$ cat src/rtl/assert_macros.svh
// assertion macros shared by the ray triangle rtl
`ifndef ASSERT_MACROS_SVH
`define ASSERT_MACROS_SVH

// assertion on an explicit clock and active-low reset
`define RTN_ASSERT_CLK(lbl, clk, rstn, prop, msg) \
    lbl: assert property (@(posedge clk) disable iff (!rstn) (prop)) else $error(msg);

// assertion on the block clock and reset
`define RTN_ASSERT(lbl, prop, msg) \
    `RTN_ASSERT_CLK(lbl, aclk, aresetn, prop, msg)

`endif

$ cat src/rtl/rtn_pkg.sv
// shared types, constants and step table of the ray triangle nearest hit block
package rtn_pkg;

    localparam int COORD_W    = 32;
    localparam int FRAC_BITS  = 16;
    localparam int TILE_W     = 8;
    localparam int PROD_W     = 2 * COORD_W;
    localparam int SH_W       = PROD_W - FRAC_BITS;
    localparam int ACC_W      = SH_W + 2;
    localparam int T_W        = 31;
    localparam int T_INT_BITS = T_W - FRAC_BITS;
    localparam int NUM_STEPS  = 27;
    localparam int STEP_W     = $clog2(NUM_STEPS);
    localparam int TN_STEP    = 23;
    localparam int PT_STEP    = 24;
    localparam int CFG_IDX_W  = 3;
    localparam int DIV_CNT_W  = $clog2(T_W + 1);
    localparam int FACE_W     = 3;
    localparam int SLOT_W     = 2;

    typedef logic [COORD_W-1:0] coord_t;
    typedef coord_t [2:0] vec3_t;
    typedef logic signed [ACC_W-1:0] acc_t;
    typedef logic signed [ACC_W:0] wide_t;

    typedef enum logic [CFG_IDX_W-1:0] {
        REG_ORG_X = 3'd0,
        REG_ORG_Y = 3'd1,
        REG_ORG_Z = 3'd2,
        REG_DIR_X = 3'd3,
        REG_DIR_Y = 3'd4,
        REG_DIR_Z = 3'd5
    } cfg_reg_t;

    typedef enum logic [2:0] {
        GRP_D, GRP_E1, GRP_E2, GRP_TV, GRP_P, GRP_Q, GRP_T
    } grp_t;

    typedef enum logic [1:0] {
        ACC_LOAD, ACC_ADD, ACC_SUB
    } acc_op_t;

    typedef enum logic [2:0] {
        DST_NONE, DST_P, DST_Q, DST_DET, DST_UN, DST_VN, DST_TN, DST_PT
    } dst_t;

    typedef enum logic [1:0] {
        CHK_NONE, CHK_DET, CHK_UN, CHK_VN
    } chk_t;

    typedef struct packed {
        grp_t       a_grp;
        logic [1:0] a_idx;
        grp_t       b_grp;
        logic [1:0] b_idx;
        acc_op_t    op;
        dst_t       dst;
        logic [1:0] dst_idx;
        chk_t       chk;
    } step_t;

    typedef struct packed {
        logic    mul_en;
        logic    acc_en;
        acc_op_t op;
    } mac_ctrl_t;

    function automatic step_t mk(input grp_t ag, input logic [1:0] ai, input grp_t bg,
                                 input logic [1:0] bi, input acc_op_t op, input dst_t d,
                                 input logic [1:0] di, input chk_t c);
        step_t r;
        r.a_grp   = ag;
        r.a_idx   = ai;
        r.b_grp   = bg;
        r.b_idx   = bi;
        r.op      = op;
        r.dst     = d;
        r.dst_idx = di;
        r.chk     = c;
        return r;
    endfunction

    // p = dir x e2, det, un, q = tv x e1, vn, tn, hit point
    function automatic step_t step_of(input logic [STEP_W-1:0] s);
        step_t r;
        r = mk(GRP_D, 2'd0, GRP_D, 2'd0, ACC_LOAD, DST_NONE, 2'd0, CHK_NONE);
        case (s)
            0:  r = mk(GRP_D, 2'd1, GRP_E2, 2'd2, ACC_LOAD, DST_NONE, 2'd0, CHK_NONE);
            1:  r = mk(GRP_D, 2'd2, GRP_E2, 2'd1, ACC_SUB, DST_P, 2'd0, CHK_NONE);
            2:  r = mk(GRP_D, 2'd2, GRP_E2, 2'd0, ACC_LOAD, DST_NONE, 2'd0, CHK_NONE);
            3:  r = mk(GRP_D, 2'd0, GRP_E2, 2'd2, ACC_SUB, DST_P, 2'd1, CHK_NONE);
            4:  r = mk(GRP_D, 2'd0, GRP_E2, 2'd1, ACC_LOAD, DST_NONE, 2'd0, CHK_NONE);
            5:  r = mk(GRP_D, 2'd1, GRP_E2, 2'd0, ACC_SUB, DST_P, 2'd2, CHK_NONE);
            6:  r = mk(GRP_E1, 2'd0, GRP_P, 2'd0, ACC_LOAD, DST_NONE, 2'd0, CHK_NONE);
            7:  r = mk(GRP_E1, 2'd1, GRP_P, 2'd1, ACC_ADD, DST_NONE, 2'd0, CHK_NONE);
            8:  r = mk(GRP_E1, 2'd2, GRP_P, 2'd2, ACC_ADD, DST_DET, 2'd0, CHK_NONE);
            9:  r = mk(GRP_TV, 2'd0, GRP_P, 2'd0, ACC_LOAD, DST_NONE, 2'd0, CHK_DET);
            10: r = mk(GRP_TV, 2'd1, GRP_P, 2'd1, ACC_ADD, DST_NONE, 2'd0, CHK_NONE);
            11: r = mk(GRP_TV, 2'd2, GRP_P, 2'd2, ACC_ADD, DST_UN, 2'd0, CHK_NONE);
            12: r = mk(GRP_TV, 2'd1, GRP_E1, 2'd2, ACC_LOAD, DST_NONE, 2'd0, CHK_UN);
            13: r = mk(GRP_TV, 2'd2, GRP_E1, 2'd1, ACC_SUB, DST_Q, 2'd0, CHK_NONE);
            14: r = mk(GRP_TV, 2'd2, GRP_E1, 2'd0, ACC_LOAD, DST_NONE, 2'd0, CHK_NONE);
            15: r = mk(GRP_TV, 2'd0, GRP_E1, 2'd2, ACC_SUB, DST_Q, 2'd1, CHK_NONE);
            16: r = mk(GRP_TV, 2'd0, GRP_E1, 2'd1, ACC_LOAD, DST_NONE, 2'd0, CHK_NONE);
            17: r = mk(GRP_TV, 2'd1, GRP_E1, 2'd0, ACC_SUB, DST_Q, 2'd2, CHK_NONE);
            18: r = mk(GRP_D, 2'd0, GRP_Q, 2'd0, ACC_LOAD, DST_NONE, 2'd0, CHK_NONE);
            19: r = mk(GRP_D, 2'd1, GRP_Q, 2'd1, ACC_ADD, DST_NONE, 2'd0, CHK_NONE);
            20: r = mk(GRP_D, 2'd2, GRP_Q, 2'd2, ACC_ADD, DST_VN, 2'd0, CHK_NONE);
            21: r = mk(GRP_E2, 2'd0, GRP_Q, 2'd0, ACC_LOAD, DST_NONE, 2'd0, CHK_VN);
            22: r = mk(GRP_E2, 2'd1, GRP_Q, 2'd1, ACC_ADD, DST_NONE, 2'd0, CHK_NONE);
            23: r = mk(GRP_E2, 2'd2, GRP_Q, 2'd2, ACC_ADD, DST_TN, 2'd0, CHK_NONE);
            24: r = mk(GRP_D, 2'd0, GRP_T, 2'd0, ACC_LOAD, DST_PT, 2'd0, CHK_NONE);
            25: r = mk(GRP_D, 2'd1, GRP_T, 2'd0, ACC_LOAD, DST_PT, 2'd1, CHK_NONE);
            26: r = mk(GRP_D, 2'd2, GRP_T, 2'd0, ACC_LOAD, DST_PT, 2'd2, CHK_NONE);
            default: r = mk(GRP_D, 2'd0, GRP_D, 2'd0, ACC_LOAD, DST_NONE, 2'd0, CHK_NONE);
        endcase
        return r;
    endfunction

    function automatic wide_t widen(input coord_t x);
        logic signed [COORD_W-1:0] xs;
        xs = signed'(x);
        return (ACC_W + 1)'(xs);
    endfunction

    function automatic coord_t sat_coord(input wide_t x);
        wide_t hi;
        wide_t lo;
        hi = {{(ACC_W + 2 - COORD_W){1'b0}}, {(COORD_W - 1){1'b1}}};
        lo = ~hi;
        if (x > hi) begin
            return hi[COORD_W-1:0];
        end else if (x < lo) begin
            return lo[COORD_W-1:0];
        end
        return x[COORD_W-1:0];
    endfunction

endpackage

$ cat src/rtl/rtn_mac.sv
// shared multiply with floor shift and accumulate unit
module rtn_mac import rtn_pkg::*; (
    input  logic                      aclk,
    input  mac_ctrl_t                 ctrl,
    input  logic signed [COORD_W-1:0] op_a,
    input  logic signed [COORD_W-1:0] op_b,
    output acc_t                      acc_next
);

    logic signed [PROD_W-1:0] prod_reg;
    acc_t                     acc_reg;
    logic signed [SH_W-1:0]   sh;
    acc_t                     sh_ext;

    assign sh     = prod_reg[PROD_W-1:FRAC_BITS];
    assign sh_ext = ACC_W'(sh);

    always_comb begin
        case (ctrl.op)
            ACC_LOAD: acc_next = sh_ext;
            ACC_ADD:  acc_next = acc_reg + sh_ext;
            ACC_SUB:  acc_next = acc_reg - sh_ext;
            default:  acc_next = sh_ext;
        endcase
    end

    always_ff @(posedge aclk) begin
        if (ctrl.mul_en) begin
            prod_reg <= op_a * op_b;
        end
        if (ctrl.acc_en) begin
            acc_reg <= acc_next;
        end
    end

endmodule

$ cat config.mk
export PLATFORM = sky130hd
export DESIGN_NAME = rtn_mac
export DESIGN_NICKNAME = d
export VERILOG_FILES = /design/src/rtl/assert_macros.svh /design/src/rtl/rtn_pkg.sv /design/src/rtl/rtn_mac.sv
export SDC_FILE = /design/constraint.sdc
export NUM_CORES = 2
export LEC_CHECK = 0
export ABC_AREA = 1
export BUFFER_PORTS_ARGS = -buffer_cell sky130_fd_sc_hd__buf_2
export CAP_MARGIN = 20
export CORE_AREA = 2 2 395 397
export CTS_CLUSTER_DIAMETER = 40
export DETAILED_ROUTE_END_ITERATION = 10
export DIE_AREA = 0 0 397 399
export SYNTH_ARGS = -nofsm -noshare
export SYNTH_HDL_FRONTEND = slang
export SYNTH_SLANG_ARGS = --single-unit
export TNS_END_PERCENT = 20
$ cat constraint.sdc
create_clock -name aclk -period 11.94 [get_ports aclk]
set_input_delay 2.388 -clock aclk [delete_from_list [all_inputs] [get_ports aclk]]
set_output_delay 2.388 -clock aclk [all_outputs]
set_load 0.1 [all_outputs]
==> results.md <==
- Initial cell density of the core: 31.0%
- Initial antenna violation count: 17
- H-tree Lvls: 3
- Share of post-route cells with drive strength above 1: 3.49%
- Slowest stage cell, crit path: fa_1
- Max reg flops: 50
- CP startpoint kind: input port
- Cell mode on critical path: fa_1
- Max Cap Viol: 0
- DRT Pass-1 Iters: 6
- Post-synthesis cell count: 6382
- Setup TNS: 0 ps
- EDFF count, synth: 98
- Die Area: 158000 µm²
- First-pass GRT wire length: 243000 µm
- Clock-pin slew on the worst setup and hold paths: 70 ps
- Worst slew margin: 31.2%
- Final setup fails: 0
- Routed Antenna Nets: 0
- Pre-CTS setup slack: 1410 ps
- Gr usage total: 19.8%
- Post-layout nets: 7706
- DP Wirelength: 129000 µm
- DRC Markers: 0
- Final slew viol count: 0
- Crit end category: register
- Worst-Skew Late Latency: 390 ps
- Top_reg_cell synth: edfxtp_1
- Die height: 399 µm
- Routed WL: 153000 µm
- Num CTS Buffers: 9
- Post-CTS setup repair buffer count: 0
- Unrepaired setup endpoints after global routing: false
- DP Cell Count: 8357
- WP data required: 12080 ps
- Layout Skew: 16.1 ps
- Max Freq: 0.0993 GHz
- Max FO, Critical Path: 32
- CTS Sinks: 98
- Fin crit period: 10070 ps
- PnR worst setup slack: 1870 ps
- Yosys warns: 0
- Largest net degree at the start of global routing: 70
- CTS Buffer Depth: 2
- Synth cell types: 43
- Kind of critical path: in2reg
- Hold/Removal Path Class: reg2reg
- Vias per Instance: 4.67
- # port buffers: 118
- Hold Vio Cnt, Final: 0
- Worst-Margin Slew: 1030 ps
- Global route total overflow: 0
- Ports: 119
- Resized Gates After CTS: 0
- Worst path max stage delay: 990 ps
- Row count: 144
- Period utilisation layout: 84.4%
- Core Area: 154000 µm²
- Post-Syn Nets: 7764
- TritonCTS clock tree: done
- Drt initial violations: 2785
- DR WL/cell: 18.3 µm
- Synthesized area: 47600 µm²
- Area Growth Syn to Fin: 5.89%
- FF+latch count, synth: 98
- Critical Path AT: 10220 ps
- Sequential share of the synthesized area: 6.18%
- Number of vias in the routed layout: 39100
- Vias in the first global route: 42100
- Synth async-reset ratio: 0%
- Hold-fix buffers at CTS: 0
- Fin cells: 8377
- Root buf cell: clkbuf_16
- Synth Area per Inst: 7.46 µm²
- RD Place Congestion: 0.964
- Status: completed
- Die width: 397 µm
## synthesized netlist by cell type, types with 10 or more instances
cell type | n | area share [%]
clkbuf_1 | 206 | 1.6
nand4_1 | 42 | 0.55
inv_1 | 1915 | 15
fa_1 | 1082 | 45
nor2_2 | 17 | 0.22
edfxtp_1 | 98 | 6.2
o21bai_1 | 13 | 0.20
or2_2 | 21 | 0.28
xnor2_1 | 12 | 0.22
nor3_1 | 24 | 0.25
nand2_2 | 11 | 0.14
nand3b_1 | 17 | 0.27
o21ai_0 | 113 | 1.2
nand2_1 | 1841 | 15
xor2_1 | 58 | 1.1
nor2_1 | 295 | 2.3
a21oi_1 | 149 | 1.6
nand3_1 | 177 | 1.9
ha_1 | 231 | 6.1
o21ai_1 | 10 | 0.11
## critical path, delay by kind of cell
family	cells	cell delay (ps)
compound gates	5	990
fa+ha+maj	9	5300
simple gates	4	380
buf+inv	8	1130
## per-stage QoR
step | util [%] | hold WS, ps | cell area, µm²
6_report | 32.8 | 682 | 50400
5_1_grt | 32.8 | 688 | 50400
4_1_cts | 32.8 | 663 | 50400
3_5_place_dp | 32.6 | 657 | 50100
3_3_place_gp | 32.6 | 649 | 50100
2_1_floorplan | - | 1340 | 47600
## area by class of cell
class	count	area, µm²
Multi-Input combinational cell	4154	36700
Clock buffer	10	229
Antenna cell	5	12.5
Inverter	1922	7210
Timing Repair Buffer	139	748
Clock inverter	5	38.8
Sequential cell	98	2940
Fill cell	16400	103000
Tap cell	2044	2560
## final timing paths
kind                     start      endpoint  slack (ps)  cells past startpoint
setup reg to reg  prod_reg[16]   acc_reg[40]        7290                     23
hold reg to reg   prod_reg[16]    acc_reg[0]         680                      2
hold / removal    prod_reg[16]    acc_reg[0]         680                      2
setup / recovery       op_b[2]  prod_reg[51]        1870                     26
## metal layers
layer	wire (µm)	global-route usage [%]	up-vias
met5	104	0	-
met4	3190	4.26	22
met3	9450	2.52	194
met2	74500	34.5	1214
met1	66200	26.2	19700
li1	-	-	17900
## layout by cell type (no fill, tap or decap), types with 21 or more instances in the layout
cell type / instances
nand2_1: 1841
nor3_1: 24
inv_1: 1915
nand4_1: 42
o21ai_0: 113
fa_1: 1082
buf_2: 118
ha_1: 231
or2_2: 21
nand3_1: 177
nor2_1: 295
xor2_1: 58
edfxtp_1: 98
a21oi_1: 149
buf_4: 21
## cells by family (layout without fill, tap and decap cells)
| kind of cell | after synthesis | in the layout | synth area share (%) |
|---|---|---|---|
| buffers and inverters | 2130 | 2076 | 16.8 |
| DFF | 98 | 98 | 6.18 |
| other | 0 | 5 | 0 |
| AOI/OAI and AO/OA | 300 | 300 | 3.31 |
| adders and majority gates | 1313 | 1313 | 51.6 |
| xor gates and xnor gates | 70 | 70 | 1.29 |
| and+or+nand+nor | 2471 | 2471 | 20.9 |
Power is left out: the tool's default activity adds up to more than one toggle a clock period on the data nets, which glitch-free logic cannot reach.
