<file path="src/rtl/assert_macros.svh">
// assertion macros shared by the ray triangle rtl
`ifndef ASSERT_MACROS_SVH
`define ASSERT_MACROS_SVH

// assertion on an explicit clock and active-low reset
`define RTN_ASSERT_CLK(lbl, clk, rstn, prop, msg) \
    lbl: assert property (@(posedge clk) disable iff (!rstn) (prop)) else $error(msg);

// assertion on the block clock and reset
`define RTN_ASSERT(lbl, prop, msg) \
    `RTN_ASSERT_CLK(lbl, aclk, aresetn, prop, msg)

`endif

</file>
<file path="src/rtl/rtn_pkg.sv">
// shared types, constants and step table of the ray triangle nearest hit block
package rtn_pkg;

    localparam int COORD_W    = 32;
    localparam int FRAC_BITS  = 16;
    localparam int TILE_W     = 8;
    localparam int PROD_W     = 2 * COORD_W;
    localparam int SH_W       = PROD_W - FRAC_BITS;
    localparam int ACC_W      = SH_W + 2;
    localparam int T_W        = 31;
    localparam int T_INT_BITS = T_W - FRAC_BITS;
    localparam int NUM_STEPS  = 27;
    localparam int STEP_W     = $clog2(NUM_STEPS);
    localparam int TN_STEP    = 23;
    localparam int PT_STEP    = 24;
    localparam int CFG_IDX_W  = 3;
    localparam int DIV_CNT_W  = $clog2(T_W + 1);
    localparam int FACE_W     = 3;
    localparam int SLOT_W     = 2;

    typedef logic [COORD_W-1:0] coord_t;
    typedef coord_t [2:0] vec3_t;
    typedef logic signed [ACC_W-1:0] acc_t;
    typedef logic signed [ACC_W:0] wide_t;

    typedef enum logic [CFG_IDX_W-1:0] {
        REG_ORG_X = 3'd0,
        REG_ORG_Y = 3'd1,
        REG_ORG_Z = 3'd2,
        REG_DIR_X = 3'd3,
        REG_DIR_Y = 3'd4,
        REG_DIR_Z = 3'd5
    } cfg_reg_t;

    typedef enum logic [2:0] {
        GRP_D, GRP_E1, GRP_E2, GRP_TV, GRP_P, GRP_Q, GRP_T
    } grp_t;

    typedef enum logic [1:0] {
        ACC_LOAD, ACC_ADD, ACC_SUB
    } acc_op_t;

    typedef enum logic [2:0] {
        DST_NONE, DST_P, DST_Q, DST_DET, DST_UN, DST_VN, DST_TN, DST_PT
    } dst_t;

    typedef enum logic [1:0] {
        CHK_NONE, CHK_DET, CHK_UN, CHK_VN
    } chk_t;

    typedef struct packed {
        grp_t       a_grp;
        logic [1:0] a_idx;
        grp_t       b_grp;
        logic [1:0] b_idx;
        acc_op_t    op;
        dst_t       dst;
        logic [1:0] dst_idx;
        chk_t       chk;
    } step_t;

    typedef struct packed {
        logic    mul_en;
        logic    acc_en;
        acc_op_t op;
    } mac_ctrl_t;

    function automatic step_t mk(input grp_t ag, input logic [1:0] ai, input grp_t bg,
                                 input logic [1:0] bi, input acc_op_t op, input dst_t d,
                                 input logic [1:0] di, input chk_t c);
        step_t r;
        r.a_grp   = ag;
        r.a_idx   = ai;
        r.b_grp   = bg;
        r.b_idx   = bi;
        r.op      = op;
        r.dst     = d;
        r.dst_idx = di;
        r.chk     = c;
        return r;
    endfunction

    // p = dir x e2, det, un, q = tv x e1, vn, tn, hit point
    function automatic step_t step_of(input logic [STEP_W-1:0] s);
        step_t r;
        r = mk(GRP_D, 2'd0, GRP_D, 2'd0, ACC_LOAD, DST_NONE, 2'd0, CHK_NONE);
        case (s)
            0:  r = mk(GRP_D, 2'd1, GRP_E2, 2'd2, ACC_LOAD, DST_NONE, 2'd0, CHK_NONE);
            1:  r = mk(GRP_D, 2'd2, GRP_E2, 2'd1, ACC_SUB, DST_P, 2'd0, CHK_NONE);
            2:  r = mk(GRP_D, 2'd2, GRP_E2, 2'd0, ACC_LOAD, DST_NONE, 2'd0, CHK_NONE);
            3:  r = mk(GRP_D, 2'd0, GRP_E2, 2'd2, ACC_SUB, DST_P, 2'd1, CHK_NONE);
            4:  r = mk(GRP_D, 2'd0, GRP_E2, 2'd1, ACC_LOAD, DST_NONE, 2'd0, CHK_NONE);
            5:  r = mk(GRP_D, 2'd1, GRP_E2, 2'd0, ACC_SUB, DST_P, 2'd2, CHK_NONE);
            6:  r = mk(GRP_E1, 2'd0, GRP_P, 2'd0, ACC_LOAD, DST_NONE, 2'd0, CHK_NONE);
            7:  r = mk(GRP_E1, 2'd1, GRP_P, 2'd1, ACC_ADD, DST_NONE, 2'd0, CHK_NONE);
            8:  r = mk(GRP_E1, 2'd2, GRP_P, 2'd2, ACC_ADD, DST_DET, 2'd0, CHK_NONE);
            9:  r = mk(GRP_TV, 2'd0, GRP_P, 2'd0, ACC_LOAD, DST_NONE, 2'd0, CHK_DET);
            10: r = mk(GRP_TV, 2'd1, GRP_P, 2'd1, ACC_ADD, DST_NONE, 2'd0, CHK_NONE);
            11: r = mk(GRP_TV, 2'd2, GRP_P, 2'd2, ACC_ADD, DST_UN, 2'd0, CHK_NONE);
            12: r = mk(GRP_TV, 2'd1, GRP_E1, 2'd2, ACC_LOAD, DST_NONE, 2'd0, CHK_UN);
            13: r = mk(GRP_TV, 2'd2, GRP_E1, 2'd1, ACC_SUB, DST_Q, 2'd0, CHK_NONE);
            14: r = mk(GRP_TV, 2'd2, GRP_E1, 2'd0, ACC_LOAD, DST_NONE, 2'd0, CHK_NONE);
            15: r = mk(GRP_TV, 2'd0, GRP_E1, 2'd2, ACC_SUB, DST_Q, 2'd1, CHK_NONE);
            16: r = mk(GRP_TV, 2'd0, GRP_E1, 2'd1, ACC_LOAD, DST_NONE, 2'd0, CHK_NONE);
            17: r = mk(GRP_TV, 2'd1, GRP_E1, 2'd0, ACC_SUB, DST_Q, 2'd2, CHK_NONE);
            18: r = mk(GRP_D, 2'd0, GRP_Q, 2'd0, ACC_LOAD, DST_NONE, 2'd0, CHK_NONE);
            19: r = mk(GRP_D, 2'd1, GRP_Q, 2'd1, ACC_ADD, DST_NONE, 2'd0, CHK_NONE);
            20: r = mk(GRP_D, 2'd2, GRP_Q, 2'd2, ACC_ADD, DST_VN, 2'd0, CHK_NONE);
            21: r = mk(GRP_E2, 2'd0, GRP_Q, 2'd0, ACC_LOAD, DST_NONE, 2'd0, CHK_VN);
            22: r = mk(GRP_E2, 2'd1, GRP_Q, 2'd1, ACC_ADD, DST_NONE, 2'd0, CHK_NONE);
            23: r = mk(GRP_E2, 2'd2, GRP_Q, 2'd2, ACC_ADD, DST_TN, 2'd0, CHK_NONE);
            24: r = mk(GRP_D, 2'd0, GRP_T, 2'd0, ACC_LOAD, DST_PT, 2'd0, CHK_NONE);
            25: r = mk(GRP_D, 2'd1, GRP_T, 2'd0, ACC_LOAD, DST_PT, 2'd1, CHK_NONE);
            26: r = mk(GRP_D, 2'd2, GRP_T, 2'd0, ACC_LOAD, DST_PT, 2'd2, CHK_NONE);
            default: r = mk(GRP_D, 2'd0, GRP_D, 2'd0, ACC_LOAD, DST_NONE, 2'd0, CHK_NONE);
        endcase
        return r;
    endfunction

    function automatic wide_t widen(input coord_t x);
        logic signed [COORD_W-1:0] xs;
        xs = signed'(x);
        return (ACC_W + 1)'(xs);
    endfunction

    function automatic coord_t sat_coord(input wide_t x);
        wide_t hi;
        wide_t lo;
        hi = {{(ACC_W + 2 - COORD_W){1'b0}}, {(COORD_W - 1){1'b1}}};
        lo = ~hi;
        if (x > hi) begin
            return hi[COORD_W-1:0];
        end else if (x < lo) begin
            return lo[COORD_W-1:0];
        end
        return x[COORD_W-1:0];
    endfunction

endpackage

</file>
<file path="src/rtl/rtn_div.sv">
// bit serial fixed point divider with saturation for the ray parameter
`include "assert_macros.svh"

module rtn_div import rtn_pkg::*; (
    input  logic             aclk,
    input  logic             aresetn,
    input  logic             start,
    input  logic [ACC_W-1:0] num,
    input  logic [ACC_W-1:0] den,
    output logic             done,
    output logic [T_W-1:0]   quot
);

    logic                 busy_reg;
    logic                 done_reg;
    logic [DIV_CNT_W-1:0] cnt_reg;
    logic [ACC_W-1:0]     rem_reg;
    logic [ACC_W-1:0]     den_reg;
    logic [T_W-1:0]       nbits_reg;
    logic [T_W-1:0]       quot_reg;
    logic [ACC_W-1:0]     rem_init;
    logic [ACC_W:0]       rem2;
    logic [ACC_W:0]       rem2_sub;
    logic                 take;

    assign rem_init = num >> T_INT_BITS;
    assign rem2     = {rem_reg, nbits_reg[T_W-1]};
    assign rem2_sub = rem2 - {1'b0, den_reg};
    assign take     = rem2 >= {1'b0, den_reg};
    assign done     = done_reg;
    assign quot     = quot_reg;

    always_ff @(posedge aclk) begin
        if (!aresetn) begin
            busy_reg <= 1'b0;
            done_reg <= 1'b0;
            cnt_reg  <= '0;
        end else begin
            done_reg <= start ? (rem_init >= den)
                              : (busy_reg && cnt_reg == DIV_CNT_W'(1));
            if (start) begin
                den_reg   <= den;
                rem_reg   <= rem_init;
                nbits_reg <= {num[T_INT_BITS-1:0], {FRAC_BITS{1'b0}}};
                if (rem_init >= den) begin
                    quot_reg <= '1;
                end else begin
                    quot_reg <= '0;
                    busy_reg <= 1'b1;
                    cnt_reg  <= DIV_CNT_W'(T_W);
                end
            end else if (busy_reg) begin
                nbits_reg <= nbits_reg << 1;
                if (take) begin
                    rem_reg  <= rem2_sub[ACC_W-1:0];
                    quot_reg <= {quot_reg[T_W-2:0], 1'b1};
                end else begin
                    rem_reg  <= rem2[ACC_W-1:0];
                    quot_reg <= {quot_reg[T_W-2:0], 1'b0};
                end
                cnt_reg <= cnt_reg - 1'b1;
                if (cnt_reg == DIV_CNT_W'(1)) begin
                    busy_reg <= 1'b0;
                end
            end
        end
    end

    `RTN_ASSERT(a_div_cnt_range, busy_reg |-> (cnt_reg != '0 && cnt_reg <= DIV_CNT_W'(T_W)), "divider count out of range")
    `RTN_ASSERT(a_div_done_idle, done_reg |-> !busy_reg, "divider done while busy")

endmodule

</file>
<file path="config.mk">
export PLATFORM = sky130hd
export DESIGN_NAME = rtn_div
export DESIGN_NICKNAME = d
export VERILOG_FILES = /design/src/rtl/rtn_pkg.sv /design/src/rtl/rtn_div.sv
export VERILOG_INCLUDE_DIRS = /design/src /design/src/rtl
export SDC_FILE = /design/constraint.sdc
export NUM_CORES = 1
export LEC_CHECK = 0
export BUFFER_PORTS_ARGS = -buffer_cell sky130_fd_sc_hd__buf_2
export CAP_MARGIN = 20
export CORE_MARGIN = 2
export CORE_UTILIZATION = 54
export DETAILED_ROUTE_END_ITERATION = 8
export PLACE_DENSITY = 0.78
export SYNTH_ARGS = -nofsm -noshare
export SYNTH_HDL_FRONTEND = slang
export SYNTH_SLANG_ARGS = --single-unit
</file>
<file path="constraint.sdc">
create_clock -name aclk -period 6.9 [get_ports aclk]
set_clock_uncertainty 0.05 [all_clocks]
set_input_delay 1.38 -clock aclk [delete_from_list [all_inputs] [get_ports aclk]]
set_output_delay 1.38 -clock aclk [all_outputs]
set_load 0.03 [all_outputs]
</file>
==> flow_metrics.tcl, run 1 <==
set metrics [dict create \
    outcome "finished, final reports clean" \
    grt_util_all_layers_pct 27.6 \
    synthMuxAreaShare_pct 1.71 \
    dr_total_vias 8990 \
    fin_crit_sh_pct 58.6 \
    root_buffer "clkbuf_16" \
    final_cell_mix "edfxtp_1 (146), buf_2 (134), inv_1 (133)" \
    seq_area_frac_synth_pct 43.3 \
    slew_headroom_pct 35.2 \
    crit_fanout 32 \
    drtPass1Iterations 6 \
    crit_path_top_delay_cell "nor2_2" \
    tns_ns 0 \
    pre_cts_ws_ns 2.48 \
    synth_top_family_by_area "compound AO/OA/AOI/OAI gates" \
    cts_resized 0 \
    hp-start "cnt_reg[3]" \
    grt_pass1_wl_um 44200 \
    dp_hpwl_um 19500 \
    core_area_um2 18800 \
    wl_per_cell_um 18.8 \
    maxSlewViolCount 0 \
    crit_arrival_ns 4.15 \
    r2r_slack_ns 2.86 \
    cts_made_buffers 17 \
    holdBufCountCts 0 \
    cts_buffer_depth 2 \
    synth_cells 1095 \
    power.total_mw 2.95 \
    rsz0062_at_grt "false" \
    drt-total-wl_um 27700 \
    area_growth_pct 14.2 \
    p_per_area_nw_per_um2 247 \
    slowest_delay_ns 0.76 \
    ys_ff_latch 153 \
    h-tree-depth 4 \
    clock-sinks 153 \
    tightest_slew_ns 0.972 \
    worstSetupStartpointType "flop" \
    antenna_found_initial 2 \
    hold_viol 0 \
    synth_xor_area_share_pct 3.35 \
    peakVddDrop_v 0.000167 \
    drive_gt1_share_pct 17.6 \
    cp-end-kind "flop" \
    synth_nets 1286 \
    hold_path_class "reg -> reg" \
    synth_fa_ha_area_share_pct 10.6 \
    synth_compound_area_share_pct 20.4 \
    nNetsFinal 1390 \
    required_ns 7.00 \
    synth-simple-area-share_pct 13.5 \
    min_period_ns 4.04 \
    cp_cell_sequence "ha_1 > a21oi_1 > o21bai_1 > nor2_1 > a21oi_2 > o2111ai_4 > a21oi_4 > o31a_4 > nor2_2 > o311ai_1" \
    path_buf_inv 0 \
    synth_top_flop_cell "edfxtp_1" \
    path_delay_family "compound AO/OA/AOI/OAI gates" \
    hold_path_depth 1 \
    rows 50 \
    power_leakage_nw 5.13 \
    ant_nets 0 \
    ios 135 \
    die-area_um2 20500 \
    port_buffers 134 \
    cts_setup_buffers 0 \
    synth-edff-count 146 \
    hold_path_end "cnt_reg[3]" \
    reg2reg_from "rem_reg[11]" \
    clk_pin_slew_ns 0.07 \
    max-cap-violations 0 \
    yosysWarnings 0 \
    synthesis.area_um2 10400 \
    critical_path_class "reg -> reg" \
    rr_endpoint "rem_reg[18]" \
    grt_pass1_vias 8738 \
    timing.hold.ws_ns 0.433 \
    viasPerCell 6.10 \
    synth_area_per_cell_um2 9.54 \
    setup_ws_ns 2.86 \
    fmax_ghz 0.247 \
    drc 0 \
    grt_overflow 0 \
    cts_tree "yes" \
    synth_async_sr_flop_share_pct 0 \
    clkLatencyLatePin_ns 0.44 \
    crit_cells 10 \
    globalplace.congestion 0.954 \
    grt_max_degree 63 \
    synth.distinct_cells 75 \
    rr_worst_depth 10 \
    drt_first_iter_violations 640 \
    start_util_pct 55.5 \
    final_common_cell "edfxtp_1" \
    setup_viol_count_final 0 \
    die-width_um 143 \
    dieHeight_um 143 \
    final_util_pct 63.4 \
    fillers 1563 \
]
[how the worst max path moves through the flow]
stage	start	end	slack (ns)
after detailed placement	num[38]	cnt_reg[2]	2.48
after global routing	rem_reg[11]	rem_reg[29]	2.71
final	rem_reg[11]	rem_reg[18]	2.86
after floorplan	start	nbits_reg[16]	0.26
after CTS	den[23]	cnt_reg[2]	2.91
after global placement	num[34]	cnt_reg[2]	2.52
[kinds of logic (layout without fill, tap and decap cells)]
group | after synthesis | count (layout)
and+or+nand+nor | 285 | 285
adders and majority gates | 88 | 88
muxes | 16 | 16
buffers and inverters | 192 | 309
DFF | 153 | 153
AOI/OAI and AO/OA | 321 | 321
xor gates and xnor gates | 40 | 40
other | 0 | 1
[cell type report]
class	instances	area (um2)	share of cell area [%]
timing repair buffer	143	746	6.25
tap	260	325	2.73
clock inverter	15	195	1.64
sequential	153	4520	37.9
inverter	134	503	4.22
antenna	1	2.50	0.0210
multi-input combinational	750	5210	43.7
clock buffer	17	425	3.57
[per-stage QoR]
step | cells | area, um2
3_5_place_dp | 1439 | 11300
2_1_floorplan | 1095 | 10400
4_1_cts | 1471 | 11900
6_report | 1473 | 11900
3_3_place_gp | 1439 | 11300
5_1_grt | 1473 | 11900
[routing by layer]
layer / global-route usage, % / vias to the layer above / part of all wire (%)
met5: 0 / - / 0.061
met4: 9.59 / 2 / 2.4
met3: 7.08 / 51 / 8.6
met2: 43.4 / 391 / 45
met1: 37.1 / 4311 / 44
li1: - / 4235 / -
[cells in the mapped netlist (all sizes together), types with 3 or more instances]
cell     instances  area share (%)
a31oi           26             1.6
and2             8            0.48
xor2            11            0.92
xnor2           29             2.4
a41oi            5            0.42
a21oi           77             3.9
o21ai           88             4.2
o31ai           11            0.97
nand2b           9            0.54
nand3b           3            0.22
inv            134             4.8
o211ai           6            0.43
o22ai            3            0.18
mux2            15             1.6
nor4             8            0.54
o21a             5            0.36
nor3            22             1.1
clkbuf          39             1.4
nor2            68             2.5
ha              87              10
nand4           34             2.0
nand3           40             1.9
nor2b            9            0.54
a211o            3            0.25
edfxtp         146              42
a211oi          10            0.72
o311ai          14             1.2
o2111ai          3            0.42
dfxtp            7             1.3
nand2           65             2.4
o21bai          11            0.83
a21o            30             2.2
o211a            3            0.29
and3            10            0.60
a311oi           5            0.42
a221oi           5            0.48
buf             19            0.96
[power by group]
part | internal, mW | switching [mW] | total (mW)
combinational | 0.320 | 0.513 | 0.833
clock | 0.495 | 0.466 | 0.961
sequential | 1.12 | 0.0365 | 1.15
(Power assumes the default switching activity.)
==> inputs of run 2 (changes only) <==
--- a/config.mk
+++ b/config.mk
@@ -6,12 +6,13 @@
 export SDC_FILE = /design/constraint.sdc
 export NUM_CORES = 1
 export LEC_CHECK = 0
+export ABC_AREA = 1
 export BUFFER_PORTS_ARGS = -buffer_cell sky130_fd_sc_hd__buf_2
 export CAP_MARGIN = 20
 export CORE_MARGIN = 2
-export CORE_UTILIZATION = 54
+export CORE_UTILIZATION = 60
 export DETAILED_ROUTE_END_ITERATION = 8
-export PLACE_DENSITY = 0.78
+export PLACE_DENSITY = 0.82
 export SYNTH_ARGS = -nofsm -noshare
 export SYNTH_HDL_FRONTEND = slang
 export SYNTH_SLANG_ARGS = --single-unit
==> constraint.sdc (replaced) <==
create_clock -name aclk -period 4 [get_ports aclk]
set_clock_uncertainty 0.05 [all_clocks]
set_input_delay 0.8 -clock aclk [delete_from_list [all_inputs] [get_ports aclk]]
set_output_delay 0.8 -clock aclk [all_outputs]
set_load 0.03 [all_outputs]
==> flow_metrics.tcl, run 2 <==
set metrics [dict create \
    antenna_found_initial 0 \
    slew_headroom_pct 43.3 \
    fmax_ghz 0.317 \
    synth_async_sr_flop_share_pct 0 \
    maxSlewViolCount 0 \
    final_cell_mix "nand2_1 (622), inv_1 (306), edfxtp_1 (146)" \
    worstSetupStartpointType "flop" \
    globalplace.congestion 0.996 \
    port_buffers 134 \
    cts_resized 0 \
    synth_top_flop_cell "edfxtp_1" \
    n_antenna_cell 0 \
    grt_pass1_vias 10599 \
    clk_pin_slew_ns 0.07 \
    rows 51 \
    slowest_delay_ns 0.53 \
    yosysTopAreaCell "edfxtp_1" \
    sequentialPowerShare_pct 38.0 \
    synth-edff-count 146 \
    combinationalPowerShare_pct 31.3 \
    drt-total-wl_um 34700 \
    rsz0062_at_grt "false" \
    clkPwrFrac_pct 30.7 \
    grt_max_degree 52 \
    synth_cells 1681 \
    core_area_um2 19300 \
    required_ns 4.15 \
    p_per_area_nw_per_um2 393 \
    hold_path_class "reg -> reg" \
    max-cap-violations 0 \
    yosysTopAreaCellShare_pct 37.3 \
    tightest_slew_ns 0.850 \
    power_leakage_nw 7.19 \
    holdBufCountCts 0 \
    outcome "finished, final reports clean" \
    clkLatencyLatePin_ns 0.45 \
    setup_viol_count_final 0 \
    timing.hold.ws_ns 0.466 \
    viasPerCell 5.34 \
    switching_power_mw 1.93 \
    root_buffer "clkbuf_16" \
    grt_util_all_layers_pct 34.3 \
    critical_path_class "reg -> reg" \
    synthesis.area_um2 11700 \
    start_util_pct 60.7 \
    synth.distinct_cells 37 \
    dr_total_vias 11165 \
    cts_setup_buffers 0 \
    clock-sinks 153 \
    wl_per_cell_um 16.6 \
    tns_ns 0 \
    crit_path_top_delay_cell "nand3_2" \
    cp_cell_sequence "ha_1 > a21oi_1 > o21ai_0 > a21oi_1 > nand2_1 > a21oi_4 > nand3_2 > nand2_2 > nand2_1 > nand2_1 > inv_1" \
    fin_crit_sh_pct 78.9 \
    seq_area_frac_synth_pct 38.5 \
    ant_nets 0 \
    hold_viol 0 \
    grt_overflow 0 \
    ys_ff_latch 153 \
    die-width_um 144 \
    drtPass1Iterations 5 \
    synth_area_per_cell_um2 6.98 \
    drt_first_iter_violations 1081 \
    ios 135 \
    fillers 1732 \
    area_growth_pct 13.2 \
    peakVddDrop_v 0.000320 \
    synth_nets 1872 \
    final_common_cell "nand2_1" \
    h-tree-depth 4 \
    cp-end-kind "flop" \
    dp_hpwl_um 26800 \
    crit_arrival_ns 3.31 \
    grt_pass1_wl_um 54000 \
    min_period_ns 3.16 \
    cts_made_buffers 17 \
    die-area_um2 20700 \
    dieHeight_um 144 \
    yosysWarnings 0 \
    p_int_mw 3.29 \
    cts_tree "yes" \
    yosysMostFrequentCell "nand2_1" \
    cts_buffer_depth 2 \
    crit_top_cell "nand2_1" \
    crit_fanout 26 \
    drive_gt1_share_pct 11.4 \
    switching_share_pct 37.0 \
    nNetsFinal 2005 \
    drc 0 \
    synth.area.top_cells "edfxtp_1 (37%), nand2_1 (20%), inv_1 (9.8%)" \
    synth_common_cells "nand2_1 (622), inv_1 (308), edfxtp_1 (146)" \
]
run 2: changes by cell type after synthesis, moves of 25 or more:
cell | previous run | this run
nand3_1 | 40 | 86
a31oi_1 | 26 | 1
inv_1 | 133 | 308
nand2_1 | 64 | 622
a21o_1 | 30 | 4
o21ai_0 | 78 | 34
nor2_1 | 67 | 140
run 2: through the flow:
step                worst slack, ns  utilization (%)  cells  total power [mW]  cell area [um2]
floorplan                     0.591                -   1681              3.13            11700
global placement              0.924             65.8   2060              3.57            12700
detailed placement            0.936             65.8   2060              3.60            12700
CTS                           0.913             68.7   2092              5.19            13300
global route                  0.658             68.7   2092              5.47            13300
finish                        0.844             68.7   2092              5.22            13300
run 2: cell type report:
class / count / area, um2 / area share [%]
Clock buffer: 18 / 429 / 3.23
Multi-Input combinational cell: 1173 / 5860 / 44.1
Inverter: 321 / 1210 / 9.08
Clock inverter: 14 / 134 / 1.01
Timing Repair Buffer: 148 / 801 / 6.03
Sequential cell: 153 / 4520 / 34.0
Tap cell: 265 / 332 / 2.50
run 2: metal layers:
layer  GRT usage, %  part of all wire (%)
met5              0                     0
met4           9.65                   2.2
met3           6.83                   8.4
met2           54.4                    45
met1           47.8                    44
run 2: final timing paths:
path | startpoint | endpoint | slack [ns] | cells past startpoint
max | rem_reg[45] | rem_reg[36] | 0.84 | 11
min | busy_reg | busy_reg | 0.47 | 2
max reg2reg | rem_reg[45] | rem_reg[36] | 0.84 | 11
min reg2reg | busy_reg | busy_reg | 0.47 | 2
run 2: cells by family after synthesis:
kind of cell	Yosys count	synth area share, %
xor gates and xnor gates	24	1.79
and+or+nand+nor	932	32.7
adders and majority gates	88	9.44
AOI/OAI and AO/OA	129	6.03
buffers and inverters	355	11.5
DFF	153	38.5
run 2: power groups by stage:
| stage | Combinational, mW | Clock [mW] | Sequential, mW |
|---|---|---|---|
| floorplan | 1.09 | 0 | 2.04 |
| global placement | 1.57 | 0 | 2.01 |
| detailed placement | 1.59 | 0 | 2.01 |
| CTS | 1.60 | 1.60 | 1.98 |
| global route | 1.82 | 1.66 | 1.99 |
| finish | 1.63 | 1.60 | 1.98 |
run 2: worst max-delay path, delay by kind of cell, from the launching register on:
| kind | cells | cell delay, ns |
|---|---|---|
| flip-flops | 1 | 0.43 |
| adder cells (fa/ha/maj) | 1 | 0.40 |
| AO/OA/AOI/OAI | 4 | 0.77 |
| AND/OR/NAND/NOR | 5 | 1.22 |
| buffers and inverters | 1 | 0.04 |
==> inputs of run 3 (changes only) <==
--- a/config.mk
+++ b/config.mk
@@ -6,13 +6,13 @@
 export SDC_FILE = /design/constraint.sdc
 export NUM_CORES = 1
 export LEC_CHECK = 0
-export ABC_AREA = 1
+export ABC_AREA = 0
 export BUFFER_PORTS_ARGS = -buffer_cell sky130_fd_sc_hd__buf_2
 export CAP_MARGIN = 20
 export CORE_MARGIN = 2
-export CORE_UTILIZATION = 60
+export CORE_UTILIZATION = 59
 export DETAILED_ROUTE_END_ITERATION = 8
-export PLACE_DENSITY = 0.82
+export PLACE_DENSITY = 0.81
 export SYNTH_ARGS = -nofsm -noshare
 export SYNTH_HDL_FRONTEND = slang
 export SYNTH_SLANG_ARGS = --single-unit
==> constraint.sdc (replaced) <==
create_clock -name aclk -period 3.23 [get_ports aclk]
set_clock_uncertainty 0.05 [all_clocks]
set_input_delay 0.646 -clock aclk [delete_from_list [all_inputs] [get_ports aclk]]
set_output_delay 0.646 -clock aclk [all_outputs]
set_load 0.03 [all_outputs]
==> flow_metrics.tcl, run 3 (synthesis results as in run 1) <==
set metrics [dict create \
    outcome "finished, final reports clean" \
    grt_util_all_layers_pct 31.1 \
    max-cap-violations 0 \
    timing.hold.ws_ns 0.349 \
    grt_overflow 0 \
    core_area_um2 17300 \
    grt_pass1_wl_um 45100 \
    area_growth_pct 20.8 \
    drc 0 \
    cts_made_buffers 17 \
    slew_headroom_pct 53.8 \
    viasPerCell 6.20 \
    crit_path_top_delay_cell "or4_1" \
    slowest_delay_ns 0.49 \
    ant_nets 0 \
    worstSetupStartpointType "flop" \
    grt_pass1_vias 9065 \
    crit_fanout 20 \
    final_common_cell "edfxtp_1" \
    path_delay_family "simple AND/OR/NAND/NOR gates" \
    antenna_found_initial 1 \
    fmax_ghz 0.320 \
    die-width_um 137 \
    post_dp_cell_area_um2 11800 \
    clkLatencyLatePin_ns 0.44 \
    dieHeight_um 137 \
    grt_max_degree 52 \
    start_util_pct 60.4 \
    drtPass1Iterations 5 \
    dp_hpwl_um 20700 \
    dr_total_vias 9304 \
    fillers 1279 \
    cts_buffer_depth 2 \
    hold_viol 0 \
    stdcell_area_um2 12600 \
    path_buf_inv 2 \
    hold_path_class "in -> reg" \
    clock-sinks 153 \
    nNetsFinal 1452 \
    cp_cell_sequence "ha_1 > buf_4 > and2_1 > and3_1 > nand4_1 > or4_1 > o21ai_2 > buf_4 > o21ai_0 > a31oi_1" \
    drt-total-wl_um 29000 \
    wl_per_cell_um 19.3 \
    power_leakage_nw 5.46 \
    peakVddDrop_v 0.000406 \
    h-tree-depth 4 \
    root_buffer "clkbuf_16" \
    cp-end-kind "flop" \
    crit_arrival_ns 3.35 \
    globalplace.congestion 0.987 \
    rows 48 \
    tightest_slew_ns 0.687 \
    drive_gt1_share_pct 24.1 \
    p_per_area_nw_per_um2 515 \
    cts_tree "yes" \
    critical_path_class "reg -> reg" \
    required_ns 3.45 \
    drt_first_iter_violations 859 \
    min_period_ns 3.13 \
    port_buffers 134 \
    maxSlewViolCount 0 \
    die-area_um2 18800 \
    final_cell_mix "edfxtp_1 (146), buf_2 (135), inv_1 (133)" \
    clk_pin_slew_ns 0.08 \
    setup_viol_count_final 0 \
    crit_top_cell "buf_4" \
    ios 135 \
    fin_crit_sh_pct 96.8 \
]
[run 3: changes by cell type in the layout (fill, tap and decap cells not counted), sizes merged, moves of 14 or more]
| cell | change |
|---|---|
| nand2 | -560 |
| inv | -184 |
| nor2 | -78 |
| buf | +57 |
| o21ai | +54 |
| nand3 | -49 |
| a21o | +26 |
| a31oi | +25 |
| mux2 | +15 |
| o311ai | +14 |
[run 3: metrics by stage]
stage	TNS [ns]	cells	worst slack, ns	total power [mW]	utilization [%]
2_1_floorplan	0	1095	0.0246	3.78	-
3_3_place_gp	0	1461	0.00597	4.35	68.0
3_5_place_dp	-0.0290	1461	-0.0241	4.39	68.0
4_1_cts	0	1493	0.00574	6.39	71.5
5_1_grt	-0.0709	1499	-0.0389	6.78	72.9
6_report	0	1500	0.104	6.50	72.9
[run 3: layout make-up]
cell class	instances	area [um2]	area share, %
Multi-Input combinational cell	750	5410	42.9
Sequential cell	153	4520	35.9
Timing Repair Buffer	205	1300	10.3
Inverter	134	503	3.99
Clock buffer	17	425	3.37
Tap cell	225	282	2.23
Clock inverter	15	170	1.35
Antenna cell	1	2.50	0.0198
[run 3: worst paths after layout]
kind / slack, ns / endpoint / from / depth (start not counted)
worst max-delay path: 0.10 / rem_reg[5] / rem_reg[12] / 10
worst min-delay path: 0.35 / den_reg[18] / den[18] / 1
worst max register to register: 0.10 / rem_reg[5] / rem_reg[12] / 10
worst min register to register: 0.44 / cnt_reg[3] / cnt_reg[3] / 1
[run 3: metal layers]
metal	global-route usage [%]	vias to the layer above	share of wire, %
met3	6.89	61	8.4
li1	-	4375	-
met2	50.3	465	47
met4	11.2	0	2.5
met5	0	-	0
met1	41.0	4403	42
[run 3: timing repair]
action / in CTS / in global routing
resized for setup: 3 / 43
setup endpoints to repair: 4 / 49
pin swaps: 0 / 11
gates cloned: 0 / 1
setup buffers: 0 / 5
hold buffers: 0 / 0
[run 3: worst reg2reg max path: stages (launching register included)]
cell and delay (ns):
edfxtp_1 0.41, ha_1 0.37, buf_4 0.16, and2_1 0.17, and3_1 0.19, nand4_1 0.10, or4_1 0.49, o21ai_2 0.30
buf_4 0.34, o21ai_0 0.16, a31oi_1 0.21
[run 3: where the power goes]
part           leakage [nW]  internal (mW)  switching (mW)
clock                 0.293           1.04           0.961
combinational          3.71          0.845            1.18
sequential             1.46           2.38          0.0859
